**src/rtl/core/mpm_pkg.sv**
```systemverilog
// ----------------------------------------------------------------------------
// Memory pressure monitor package
// Sizes, operation and error codes, controller states and the command and
// status groups shared by the monitor's modules.
// ----------------------------------------------------------------------------
package mpm_pkg;

    localparam int NUM_TYPES    = 4;
    localparam int AMOUNT_WIDTH = 48;

    localparam int OP_W     = 3;
    localparam int TYPE_W   = 2;
    localparam int MASK_W   = 4;
    localparam int LVL_W    = 2;
    localparam int PCT_W    = 7;
    localparam int DELTA_W  = AMOUNT_WIDTH + 1;
    localparam int PROD_W   = AMOUNT_WIDTH + PCT_W;
    localparam int CFG_IDX_W = 2;
    localparam int IDX_W    = (NUM_TYPES > 1) ? $clog2(NUM_TYPES) : 1;
    localparam int QIDX_W   = $clog2(MASK_W);
    localparam int QCOUNT   = (NUM_TYPES < MASK_W) ? NUM_TYPES : MASK_W;

    localparam logic [PCT_W-1:0] PCT_HUNDRED   = PCT_W'(100);
    localparam logic [PCT_W-1:0] LOW_PCT_RESET = PCT_W'(50);
    localparam logic [PCT_W-1:0] MOD_PCT_RESET = PCT_W'(30);

    localparam logic [OP_W-1:0] OP_INIT       = 3'd0;
    localparam logic [OP_W-1:0] OP_ADD        = 3'd1;
    localparam logic [OP_W-1:0] OP_QUERY_MAX  = 3'd2;
    localparam logic [OP_W-1:0] OP_PRESS_WAIT = 3'd3;
    localparam logic [OP_W-1:0] OP_MEM_WAIT   = 3'd4;

    localparam logic [LVL_W-1:0] LVL_LOW  = 2'd0;
    localparam logic [LVL_W-1:0] LVL_MOD  = 2'd1;
    localparam logic [LVL_W-1:0] LVL_HIGH = 2'd2;

    localparam logic [CFG_IDX_W-1:0] CFG_LOW_PCT   = 2'd0;
    localparam logic [CFG_IDX_W-1:0] CFG_MOD_PCT   = 2'd1;
    localparam logic [CFG_IDX_W-1:0] CFG_THRESHOLD = 2'd2;

    typedef enum logic [1:0] {
        ERR_NONE      = 2'd0,
        ERR_UNDERFLOW = 2'd1,
        ERR_OVERFLOW  = 2'd2
    } t_err;

    typedef enum logic [2:0] {
        ST_IDLE,
        ST_PREP,
        ST_MUL,
        ST_CMP,
        ST_FIN
    } t_state;

    typedef struct packed {
        logic load_item;
        logic prep;
        logic sel_q;
        logic mul;
        logic cmp;
        logic q_next;
        logic finish;
    } t_dp_cmd;

    typedef struct packed {
        logic is_query;
        logic q_last;
        logic out_free;
    } t_dp_sts;

endpackage

```
**src/rtl/core/mpm_if.sv**
```systemverilog
// ----------------------------------------------------------------------------
// Memory pressure monitor channels
// Request, result and configuration write channels with valid and ready.
// ----------------------------------------------------------------------------
interface mpm_in_if;
    import mpm_pkg::*;

    logic                       valid;
    logic                       ready;
    logic [OP_W-1:0]            operation;
    logic [TYPE_W-1:0]          mem_type;
    logic signed [DELTA_W-1:0]  delta;
    logic [AMOUNT_WIDTH-1:0]    total_value;
    logic [AMOUNT_WIDTH-1:0]    free_value;
    logic [MASK_W-1:0]          type_mask;
    logic [LVL_W-1:0]           level;
    logic [AMOUNT_WIDTH-1:0]    request_size;

    modport source (
        output valid, operation, mem_type, delta, total_value, free_value,
               type_mask, level, request_size,
        input  ready
    );
    modport sink (
        input  valid, operation, mem_type, delta, total_value, free_value,
               type_mask, level, request_size,
        output ready
    );
endinterface

interface mpm_out_if;
    import mpm_pkg::*;

    logic                    valid;
    logic                    ready;
    logic [LVL_W-1:0]        pressure_level;
    logic [AMOUNT_WIDTH-1:0] free_now;
    logic                    pressure_raised;
    logic                    wake_memory_waiters;
    logic                    condition_met;
    logic [1:0]              error;

    modport source (
        output valid, pressure_level, free_now, pressure_raised,
               wake_memory_waiters, condition_met, error,
        input  ready
    );
    modport sink (
        input  valid, pressure_level, free_now, pressure_raised,
               wake_memory_waiters, condition_met, error,
        output ready
    );
endinterface

interface mpm_cfg_if;
    import mpm_pkg::*;

    logic                    valid;
    logic                    ready;
    logic [CFG_IDX_W-1:0]    index;
    logic [AMOUNT_WIDTH-1:0] data;

    modport source (output valid, index, data, input ready);
    modport sink (input valid, index, data, output ready);
endinterface

```
**src/rtl/core/memory_pressure_monitor.sv**
```systemverilog
// ----------------------------------------------------------------------------
// Memory pressure monitor
// Keeps total, free and pressure level for each memory type and answers
// init, add, query and wait-condition requests, one result per request.
// ----------------------------------------------------------------------------
// Each request passes from acceptance to its result entering the output
// register through the add check, the registered products of the level unit,
// the threshold compares and the store update, which waits until the output
// register is free. A query of the highest level runs the shared level unit
// once for each of the first min(NUM_TYPES, 4) memory types. A new request
// is taken in the cycle its predecessor finishes, while that result waits in
// the output register. Configuration writes are taken in any cycle, but should
// only be issued while no request is in flight.
module memory_pressure_monitor (
    input  logic      i_clk,
    input  logic      i_rst_n,
    mpm_in_if.sink    i_in,
    mpm_out_if.source o_out,
    mpm_cfg_if.sink   i_cfg
);
    import mpm_pkg::*;

    t_dp_cmd w_cmd;
    t_dp_sts w_sts;
    logic    w_in_ready;

    assign i_in.ready = w_in_ready;

    mpm_ctrl u_ctrl (
        .i_clk      (i_clk),
        .i_rst_n    (i_rst_n),
        .i_in_valid (i_in.valid),
        .o_in_ready (w_in_ready),
        .i_sts      (w_sts),
        .o_cmd      (w_cmd)
    );

    mpm_dp u_dp (
        .i_clk   (i_clk),
        .i_rst_n (i_rst_n),
        .i_in    (i_in),
        .o_out   (o_out),
        .i_cfg   (i_cfg),
        .i_cmd   (w_cmd),
        .o_sts   (w_sts)
    );

endmodule

```
**src/rtl/core/mpm_ctrl.sv**
```systemverilog
// ----------------------------------------------------------------------------
// Memory pressure monitor controller
// Sequences each item through prepare, multiply, compare and finish steps,
// looping the level unit over the memory types for a pressure query.
// ----------------------------------------------------------------------------
module mpm_ctrl (
    input  logic             i_clk,
    input  logic             i_rst_n,
    input  logic             i_in_valid,
    output logic             o_in_ready,
    input  mpm_pkg::t_dp_sts i_sts,
    output mpm_pkg::t_dp_cmd o_cmd
);
    import mpm_pkg::*;

    t_state r_state;
    t_state n_state;

    always_ff @(posedge i_clk) begin
        if (!i_rst_n) begin
            r_state <= ST_IDLE;
        end else begin
            r_state <= n_state;
        end
    end

    always_comb begin
        n_state    = r_state;
        o_in_ready = 1'b0;
        o_cmd      = '0;
        case (r_state)
            ST_IDLE: begin
                o_in_ready = 1'b1;
                if (i_in_valid) begin
                    o_cmd.load_item = 1'b1;
                    n_state         = ST_PREP;
                end
            end
            ST_PREP: begin
                o_cmd.prep  = 1'b1;
                o_cmd.sel_q = i_sts.is_query;
                n_state     = ST_MUL;
            end
            ST_MUL: begin
                o_cmd.mul = 1'b1;
                n_state   = ST_CMP;
            end
            ST_CMP: begin
                o_cmd.cmp = 1'b1;
                if (i_sts.is_query && !i_sts.q_last) begin
                    o_cmd.q_next = 1'b1;
                    n_state      = ST_PREP;
                end else begin
                    n_state = ST_FIN;
                end
            end
            ST_FIN: begin
                if (i_sts.out_free) begin
                    o_cmd.finish = 1'b1;
                    o_in_ready   = 1'b1;
                    if (i_in_valid) begin
                        o_cmd.load_item = 1'b1;
                        n_state         = ST_PREP;
                    end else begin
                        n_state = ST_IDLE;
                    end
                end
            end
            default: begin
                n_state = ST_IDLE;
            end
        endcase
    end

endmodule

```
**src/rtl/core/mpm_dp.sv**
```systemverilog
// ----------------------------------------------------------------------------
// Memory pressure monitor datapath
// Per-type stores, configuration registers, the add check, the shared level
// unit (products, then compares) and the result register.
// ----------------------------------------------------------------------------
module mpm_dp (
    input  logic             i_clk,
    input  logic             i_rst_n,
    mpm_in_if.sink           i_in,
    mpm_out_if.source        o_out,
    mpm_cfg_if.sink          i_cfg,
    input  mpm_pkg::t_dp_cmd i_cmd,
    output mpm_pkg::t_dp_sts o_sts
);
    import mpm_pkg::*;

    logic [AMOUNT_WIDTH-1:0] r_total_store [NUM_TYPES];
    logic [AMOUNT_WIDTH-1:0] r_free_store  [NUM_TYPES];
    logic [LVL_W-1:0]        r_level_store [NUM_TYPES];

    logic [PCT_W-1:0]        r_low_pct;
    logic [PCT_W-1:0]        r_mod_pct;
    logic [AMOUNT_WIDTH-1:0] r_thr;

    logic [OP_W-1:0]            r_op;
    logic [TYPE_W-1:0]          r_type;
    logic signed [DELTA_W-1:0]  r_delta;
    logic [AMOUNT_WIDTH-1:0]    r_total_in;
    logic [AMOUNT_WIDTH-1:0]    r_free_in;
    logic [MASK_W-1:0]          r_mask;
    logic [LVL_W-1:0]           r_want;
    logic [AMOUNT_WIDTH-1:0]    r_req;

    logic [AMOUNT_WIDTH-1:0] r_cand_tot;
    logic [AMOUNT_WIDTH-1:0] r_cand_free;
    t_err                    r_err;
    logic                    r_cond4;
    logic [PROD_W-1:0]       r_f100;
    logic [PROD_W-1:0]       r_tl;
    logic [PROD_W-1:0]       r_tm;
    logic                    r_tot_zero;
    logic [LVL_W-1:0]        r_new_lvl;
    logic [LVL_W-1:0]        r_acc;
    logic [QIDX_W-1:0]       r_qidx;

    logic                    r_out_valid;
    logic [LVL_W-1:0]        r_o_level;
    logic [AMOUNT_WIDTH-1:0] r_o_free;
    logic                    r_o_raised;
    logic                    r_o_wake;
    logic                    r_o_cond;
    t_err                    r_o_err;

    logic [IDX_W-1:0]        w_addr;
    logic [AMOUNT_WIDTH-1:0] w_rd_total;
    logic [AMOUNT_WIDTH-1:0] w_rd_free;
    logic [LVL_W-1:0]        w_rd_level;
    logic                    w_type_ok;
    logic [DELTA_W-1:0]      w_mag_neg;
    logic [DELTA_W-1:0]      w_sum;
    logic                    w_under;
    logic                    w_over;
    logic [AMOUNT_WIDTH-1:0] w_nf;
    t_err                    w_err;
    logic [AMOUNT_WIDTH-1:0] w_cand_tot;
    logic [AMOUNT_WIDTH-1:0] w_cand_free;
    logic [LVL_W-1:0]        w_lvl;
    logic                    w_commit;
    logic                    w_cond3;
    logic [LVL_W-1:0]        w_res_level;
    logic [AMOUNT_WIDTH-1:0] w_res_free;
    logic                    w_res_raised;
    logic                    w_res_wake;
    logic                    w_res_cond;
    t_err                    w_res_err;

    assign w_addr     = i_cmd.sel_q ? IDX_W'(r_qidx) : IDX_W'(r_type);
    assign w_rd_total = r_total_store[w_addr];
    assign w_rd_free  = r_free_store[w_addr];
    assign w_rd_level = r_level_store[w_addr];
    assign w_type_ok  = 32'(r_type) < NUM_TYPES;

    assign o_sts.is_query = (r_op == OP_QUERY_MAX);
    assign o_sts.q_last   = (r_qidx == QIDX_W'(QCOUNT - 1));
    assign o_sts.out_free = !r_out_valid || o_out.ready;

    assign i_cfg.ready = 1'b1;

    always_ff @(posedge i_clk) begin
        if (!i_rst_n) begin
            r_low_pct <= LOW_PCT_RESET;
            r_mod_pct <= MOD_PCT_RESET;
            r_thr     <= '0;
        end else if (i_cfg.valid) begin
            case (i_cfg.index)
                CFG_LOW_PCT:   r_low_pct <= i_cfg.data[PCT_W-1:0];
                CFG_MOD_PCT:   r_mod_pct <= i_cfg.data[PCT_W-1:0];
                CFG_THRESHOLD: r_thr     <= i_cfg.data;
                default: begin
                end
            endcase
        end
    end

    always_ff @(posedge i_clk) begin
        if (i_cmd.load_item) begin
            r_op       <= i_in.operation;
            r_type     <= i_in.mem_type;
            r_delta    <= i_in.delta;
            r_total_in <= i_in.total_value;
            r_free_in  <= i_in.free_value;
            r_mask     <= i_in.type_mask;
            r_want     <= i_in.level;
            r_req      <= i_in.request_size;
        end
    end

    // Add check: a negative delta underflows when its magnitude exceeds free,
    // a positive one overflows when free plus delta exceeds total.
    always_comb begin
        w_mag_neg = DELTA_W'(-r_delta);
        w_sum     = {1'b0, w_rd_free} + {1'b0, r_delta[AMOUNT_WIDTH-1:0]};
        w_under   = w_mag_neg > {1'b0, w_rd_free};
        w_over    = w_sum > {1'b0, w_rd_total};
        if (r_delta[DELTA_W-1]) begin
            w_nf  = w_rd_free - w_mag_neg[AMOUNT_WIDTH-1:0];
            w_err = w_under ? ERR_UNDERFLOW : ERR_NONE;
        end else begin
            w_nf  = w_sum[AMOUNT_WIDTH-1:0];
            w_err = w_over ? ERR_OVERFLOW : ERR_NONE;
        end
        w_cand_tot  = w_rd_total;
        w_cand_free = w_rd_free;
        if (r_op == OP_INIT) begin
            w_cand_tot  = r_total_in;
            w_cand_free = r_free_in;
        end else if (r_op == OP_ADD) begin
            w_cand_free = w_nf;
        end
    end

    always_ff @(posedge i_clk) begin
        if (i_cmd.prep) begin
            r_cand_tot  <= w_cand_tot;
            r_cand_free <= w_cand_free;
            r_err       <= (r_op == OP_ADD) ? w_err : ERR_NONE;
            r_cond4     <= {1'b0, w_rd_free} < ({1'b0, r_req} + {1'b0, r_thr});
        end
        if (i_cmd.mul) begin
            r_f100     <= PROD_W'(r_cand_free) * PROD_W'(PCT_HUNDRED);
            r_tl       <= PROD_W'(r_cand_tot) * PROD_W'(r_low_pct);
            r_tm       <= PROD_W'(r_cand_tot) * PROD_W'(r_mod_pct);
            r_tot_zero <= (r_cand_tot == '0);
        end
    end

    always_comb begin
        if (r_tot_zero) begin
            w_lvl = LVL_HIGH;
        end else if (r_f100 >= r_tl) begin
            w_lvl = LVL_LOW;
        end else if (r_f100 >= r_tm) begin
            w_lvl = LVL_MOD;
        end else begin
            w_lvl = LVL_HIGH;
        end
    end

    always_ff @(posedge i_clk) begin
        if (i_cmd.load_item) begin
            r_qidx <= '0;
            r_acc  <= LVL_LOW;
        end else begin
            if (i_cmd.cmp) begin
                r_new_lvl <= w_lvl;
                if (r_mask[r_qidx] && (w_lvl > r_acc)) begin
                    r_acc <= w_lvl;
                end
            end
            if (i_cmd.q_next) begin
                r_qidx <= r_qidx + 1'b1;
            end
        end
    end

    always_comb begin
        w_cond3 = 1'b0;
        for (int i = 0; i < QCOUNT; i++) begin
            if (r_mask[i] && (r_level_store[i] >= r_want)) begin
                w_cond3 = 1'b1;
            end
        end
    end

    always_comb begin
        w_commit = w_type_ok &&
                   ((r_op == OP_INIT) || ((r_op == OP_ADD) && (r_err == ERR_NONE)));
        w_res_raised = 1'b0;
        w_res_wake   = 1'b0;
        w_res_err    = ERR_NONE;
        w_res_cond   = 1'b0;
        if ((r_op == OP_ADD) && w_type_ok) begin
            w_res_err = r_err;
            if (r_err == ERR_NONE) begin
                w_res_raised = r_new_lvl > w_rd_level;
                w_res_wake   = !w_res_raised && (r_cand_free >= r_thr);
            end
        end
        if (r_op == OP_PRESS_WAIT) begin
            w_res_cond = w_cond3;
        end else if ((r_op == OP_MEM_WAIT) && w_type_ok) begin
            w_res_cond = r_cond4;
        end
        if (r_op == OP_QUERY_MAX) begin
            w_res_level = r_acc;
        end else if (!w_type_ok) begin
            w_res_level = LVL_LOW;
        end else begin
            w_res_level = w_commit ? r_new_lvl : w_rd_level;
        end
        if (!w_type_ok) begin
            w_res_free = '0;
        end else begin
            w_res_free = w_commit ? r_cand_free : w_rd_free;
        end
    end

    always_ff @(posedge i_clk) begin
        if (!i_rst_n) begin
            for (int i = 0; i < NUM_TYPES; i++) begin
                r_total_store[i] <= '0;
                r_free_store[i]  <= '0;
                r_level_store[i] <= LVL_LOW;
            end
        end else if (i_cmd.finish && w_commit) begin
            if (r_op == OP_INIT) begin
                r_total_store[w_addr] <= r_cand_tot;
            end
            r_free_store[w_addr]  <= r_cand_free;
            r_level_store[w_addr] <= r_new_lvl;
        end
    end

    always_ff @(posedge i_clk) begin
        if (!i_rst_n) begin
            r_out_valid <= 1'b0;
        end else if (i_cmd.finish) begin
            r_out_valid <= 1'b1;
        end else if (o_out.ready) begin
            r_out_valid <= 1'b0;
        end
    end

    always_ff @(posedge i_clk) begin
        if (i_cmd.finish) begin
            r_o_level  <= w_res_level;
            r_o_free   <= w_res_free;
            r_o_raised <= w_res_raised;
            r_o_wake   <= w_res_wake;
            r_o_cond   <= w_res_cond;
            r_o_err    <= w_res_err;
        end
    end

    assign o_out.valid               = r_out_valid;
    assign o_out.pressure_level      = r_o_level;
    assign o_out.free_now            = r_o_free;
    assign o_out.pressure_raised     = r_o_raised;
    assign o_out.wake_memory_waiters = r_o_wake;
    assign o_out.condition_met       = r_o_cond;
    assign o_out.error               = r_o_err;

endmodule
```
**src/flat_wrapper.sv**
```systemverilog
// flat-port wrapper written by rule: the top's interface ports become plain ports
module memory_pressure_monitor_flat import mpm_pkg::*;
  (i_clk, i_rst_n, i_in_valid, i_in_operation, i_in_mem_type, i_in_delta, i_in_total_value, i_in_free_value, i_in_type_mask, i_in_level, i_in_request_size, i_in_ready, o_out_valid, o_out_pressure_level, o_out_free_now, o_out_pressure_raised, o_out_wake_memory_waiters, o_out_condition_met, o_out_error, o_out_ready, i_cfg_valid, i_cfg_index, i_cfg_data, i_cfg_ready);
  mpm_in_if i_in_i ();
  mpm_out_if o_out_i ();
  mpm_cfg_if i_cfg_i ();
  input  logic i_clk;
  input  logic i_rst_n;
  input wire logic [$bits(i_in_i.valid)-1:0] i_in_valid;
  input wire logic [$bits(i_in_i.operation)-1:0] i_in_operation;
  input wire logic [$bits(i_in_i.mem_type)-1:0] i_in_mem_type;
  input wire logic [$bits(i_in_i.delta)-1:0] i_in_delta;
  input wire logic [$bits(i_in_i.total_value)-1:0] i_in_total_value;
  input wire logic [$bits(i_in_i.free_value)-1:0] i_in_free_value;
  input wire logic [$bits(i_in_i.type_mask)-1:0] i_in_type_mask;
  input wire logic [$bits(i_in_i.level)-1:0] i_in_level;
  input wire logic [$bits(i_in_i.request_size)-1:0] i_in_request_size;
  output wire logic [$bits(i_in_i.ready)-1:0] i_in_ready;
  output wire logic [$bits(o_out_i.valid)-1:0] o_out_valid;
  output wire logic [$bits(o_out_i.pressure_level)-1:0] o_out_pressure_level;
  output wire logic [$bits(o_out_i.free_now)-1:0] o_out_free_now;
  output wire logic [$bits(o_out_i.pressure_raised)-1:0] o_out_pressure_raised;
  output wire logic [$bits(o_out_i.wake_memory_waiters)-1:0] o_out_wake_memory_waiters;
  output wire logic [$bits(o_out_i.condition_met)-1:0] o_out_condition_met;
  output wire logic [$bits(o_out_i.error)-1:0] o_out_error;
  input wire logic [$bits(o_out_i.ready)-1:0] o_out_ready;
  input wire logic [$bits(i_cfg_i.valid)-1:0] i_cfg_valid;
  input wire logic [$bits(i_cfg_i.index)-1:0] i_cfg_index;
  input wire logic [$bits(i_cfg_i.data)-1:0] i_cfg_data;
  output wire logic [$bits(i_cfg_i.ready)-1:0] i_cfg_ready;
  assign i_in_i.valid = i_in_valid;
  assign i_in_i.operation = i_in_operation;
  assign i_in_i.mem_type = i_in_mem_type;
  assign i_in_i.delta = i_in_delta;
  assign i_in_i.total_value = i_in_total_value;
  assign i_in_i.free_value = i_in_free_value;
  assign i_in_i.type_mask = i_in_type_mask;
  assign i_in_i.level = i_in_level;
  assign i_in_i.request_size = i_in_request_size;
  assign i_in_ready = i_in_i.ready;
  assign o_out_valid = o_out_i.valid;
  assign o_out_pressure_level = o_out_i.pressure_level;
  assign o_out_free_now = o_out_i.free_now;
  assign o_out_pressure_raised = o_out_i.pressure_raised;
  assign o_out_wake_memory_waiters = o_out_i.wake_memory_waiters;
  assign o_out_condition_met = o_out_i.condition_met;
  assign o_out_error = o_out_i.error;
  assign o_out_i.ready = o_out_ready;
  assign i_cfg_i.valid = i_cfg_valid;
  assign i_cfg_i.index = i_cfg_index;
  assign i_cfg_i.data = i_cfg_data;
  assign i_cfg_ready = i_cfg_i.ready;
  memory_pressure_monitor u_core (.i_clk(i_clk), .i_rst_n(i_rst_n), .i_in(i_in_i), .o_out(o_out_i), .i_cfg(i_cfg_i));
endmodule
```
**config.mk**
```make
export PLATFORM = sky130hd
export DESIGN_NAME = memory_pressure_monitor_flat
export DESIGN_NICKNAME = d
export VERILOG_FILES = /design/src/rtl/core/mpm_pkg.sv /design/src/rtl/core/mpm_if.sv /design/src/rtl/core/memory_pressure_monitor.sv /design/src/rtl/core/mpm_ctrl.sv /design/src/rtl/core/mpm_dp.sv /design/src/flat_wrapper.sv
export SDC_FILE = /design/constraint.sdc
export NUM_CORES = 2
export LEC_CHECK = 0
export BUFFER_PORTS_ARGS = -buffer_cell sky130_fd_sc_hd__buf_2
export CORE_AREA = 2 2 355 357
export DETAILED_ROUTE_END_ITERATION = 10
export DIE_AREA = 0 0 357 359
export PLACE_DENSITY = 0.82
export SLEW_MARGIN = 20
export SYNTH_ARGS = -nofsm -noshare
export SYNTH_HDL_FRONTEND = slang
export SYNTH_SLANG_ARGS = --single-unit
```
**constraint.sdc**
```tcl
create_clock -name i_clk -period 16.5 [get_ports i_clk]
set_input_delay 3.3 -clock i_clk [delete_from_list [all_inputs] [get_ports i_clk]]
set_output_delay 3.3 -clock i_clk [all_outputs]
set_load 0.05 [all_outputs]
```
==> qor.txt <==
worst-margin pin slew -> 1120 ps
DRT met1 WL -> 96300 µm
Cell Area, Placed -> 82500 µm²
die area -> 128000 µm²
Detail Placement HPWL -> 183000 µm
status -> finished clean
Initial Util -> 0.636
Avg Synthesized Cell Area -> 10.2 µm²
LEAKAGE -> 38.6 nW
Final period util -> 0.515
Die Span X -> 357 µm
Worst EP arrival -> 8990 ps
Port Buffers -> 315
PwrDens -> 156 nW/µm²
Post-CTS Resized -> 0
Yosys cell types -> 96
worst skew pair latency -> 740 ps
Final Slew Violations -> 0
CTS Sinks -> 986
DRT Pass-1 Iters -> 6
Synth area leaders -> edfxtp_1 (35%), fa_1 (13%), ha_1 (12%), nand2_1 (4.6%), inv_1 (4.5%)
WL met3 -> 23900 µm
EDFF count, synth -> 916
Avg Vias per Cell -> 6.23
Setup TNS -> 0 ps
Worst Path Max Fanout -> 35
WP data required -> 16990 ps
synthesized area -> 79200 µm²
Longest Clk Path Bufs -> 3
min cycle time layout -> 8500 ps
initial antenna violation count -> 17
CTS buffer count -> 106
RSZ-0062 raised after global routing -> no
count leader, synth -> nand2_1
top_reg_cell synth -> edfxtp_1
largest net degree at the start of global routing -> 152
H-Tree Depth -> 3
Post-Place Cells -> 9467
post-layout instance area -> 86100 µm²
number of remaining DRC errors -> 0
gr usage total -> 0.375
WP buf/inv -> 2
iteration-0 DRC count of the detailed router -> 6760
register area share after synthesis -> 0.365
CP top delay family -> compound AO/OA/AOI/OAI gates
final-stage net count -> 9438
GRT Residual Overflow -> 0
kind of critical path -> flop to flop
share of cells above drive strength 1 -> 0.0943
die span in y -> 359 µm
TritonCTS clock tree -> built
final setup fails -> 0
WL/cell -> 24.8 µm
syn_nets -> 9269
final hold vios -> 0
Setup Skew -> 31.4 ps
top cells by count, synth -> nand2_1 (980), inv_1 (952), edfxtp_1 (916), ha_1 (750), and2_1 (544)
DR top layer -> met5
crit start category -> flop
Rel. slew slack -> 0.248
Achievable Freq -> 118 MHz
fill cell count -> 9192
first-pass GRT wire length -> 363000 µm
Max-Cap Viols -> 0
Yosys reg bits -> 986
Worst setup EP type -> flop
FFs w/ async S/R, synth -> 0
CTS Hold Bufs -> 0
postcts setup bufs -> 0
Area Overhead vs Synth -> 8.73%
Clk Tree Root Cell -> clkbuf_16
share of the synthesized area in the top cell type -> 0.347
global placement routability congestion -> 1.01
Critical-path top delay cell -> mux4_2
vias in the first global route -> 61100
final wirelength -> 240000 µm
HP Class -> flop to flop
met2 routed WL -> 110000 µm
Detail Route Antenna Nets -> 0
synth warn -> 0
clock slew at reported path FFs -> 70 ps
Crit path largest cell delay -> 680 ps
Core ar. -> 125000 µm²
cell count after synthesis -> 7756
post-synth top area cell -> edfxtp_1
num ports -> 317
non-filler cells, final -> 9663
worst vdd ir -> 0.000228 V
vias -> 60200
std cell rows -> 130
-- registers in the layout, summed over array words and instances (netlist names), 3 cells and up --
signal,count
u_core.u_ctrl.r_state,3
u_core.u_dp.o_out.free_now,48
u_core.u_dp.r_cand_free,48
u_core.u_dp.r_cand_tot,48
u_core.u_dp.r_delta,49
u_core.u_dp.r_f100,53
u_core.u_dp.r_free_in,48
u_core.u_dp.r_free_store,192
u_core.u_dp.r_level_store,8
u_core.u_dp.r_low_pct,7
u_core.u_dp.r_mask,4
u_core.u_dp.r_mod_pct,7
u_core.u_dp.r_op,3
u_core.u_dp.r_req,48
u_core.u_dp.r_thr,48
u_core.u_dp.r_tl,55
u_core.u_dp.r_tm,55
u_core.u_dp.r_total_in,48
u_core.u_dp.r_total_store,192
-- kinds of logic after synthesis --
family | share of synthesized area
other | 0.0000473
AO/OA/AOI/OAI | 0.116
multiplexers | 0.0331
buffers and inverters | 0.0631
AND/OR/NAND/NOR | 0.142
XOR/XNOR | 0.0347
flip-flops | 0.365
adder cells (fa/ha/maj) | 0.246
-- cell type report --
type,instances,area [µm²],share of cell area
antenna,5,12.5,0.000145
clock buffer,129,2780,0.0323
clock inverter,62,870,0.0101
inverter,956,3590,0.0417
multi-input combinational,5445,45400,0.528
sequential,986,28900,0.336
tap,1650,2060,0.0240
timing repair buffer,430,2450,0.0285
-- path summary, 6_finish.rpt --
| check | startpoint | endpoint | slack (ps) | cells after the start |
|---|---|---|---|---|
| worst max register to register | u_core.u_ctrl.r_state[0]$_SDFFE_PN0P_ | u_core.u_dp.r_err[1]$_SDFFCE_PP0P_ | 8000 | 27 |
| worst max-delay path | u_core.u_ctrl.r_state[0]$_SDFFE_PN0P_ | u_core.u_dp.r_err[1]$_SDFFCE_PP0P_ | 8000 | 27 |
| worst min-delay path | u_core.u_dp.r_thr[8]$_SDFFE_PN0P_ | u_core.u_dp.r_thr[8]$_SDFFE_PN0P_ | 490 | 2 |
| worst min register to register | u_core.u_dp.r_thr[8]$_SDFFE_PN0P_ | u_core.u_dp.r_thr[8]$_SDFFE_PN0P_ | 490 | 2 |
-- routing by layer --
metal	GRT usage	up-vias
li1	-	26900
met2	0.594	3020
met3	0.0661	481
met5	0	-
met4	0.137	18
met1	0.520	29700
-- worst reg2reg max path: cells and delay by family, from the launching register on --
family,cells,cell delay (ps)
AO/OA/AOI/OAI,12,3110
buffers and inverters,2,1150
XOR/XNOR,1,110
flip-flops,1,470
adder cells (fa/ha/maj),2,670
AND/OR/NAND/NOR,8,1670
multiplexers,2,1090
-- report_power, final --
part	switching (mW)	internal, mW	leakage, nW	total [mW]
clock network	1.07	1.47	1.74	2.54
registers	0.271	3.35	9.52	3.62
logic	4.34	2.92	27.3	7.26
total	5.68	7.74	38.6	13.4
-- stage by stage --
stage / hold slack [ps] / utilization / setup slack [ps] / power [mW]
global route: 513 / 0.691 / 7410 / 14.4
finish: 494 / 0.691 / 8000 / 13.4
global placement: 476 / 0.662 / 8240 / 10.5
CTS: 496 / 0.691 / 8050 / 13.3
detailed placement: 485 / 0.662 / 8080 / 10.8
floorplan: 454 / - / 2580 / 8.91
-- layout by cell type, fill, tap and decap left out, types with 249 or more instances in the layout --
master	count
buf_2	315
and2_1	543
nand2_1	980
a21o_1	249
edfxtp_1	916
inv_1	952
fa_1	504
o21ai_0	347
a21oi_1	395
ha_1	750
Power figures use the tool's default switching activity.
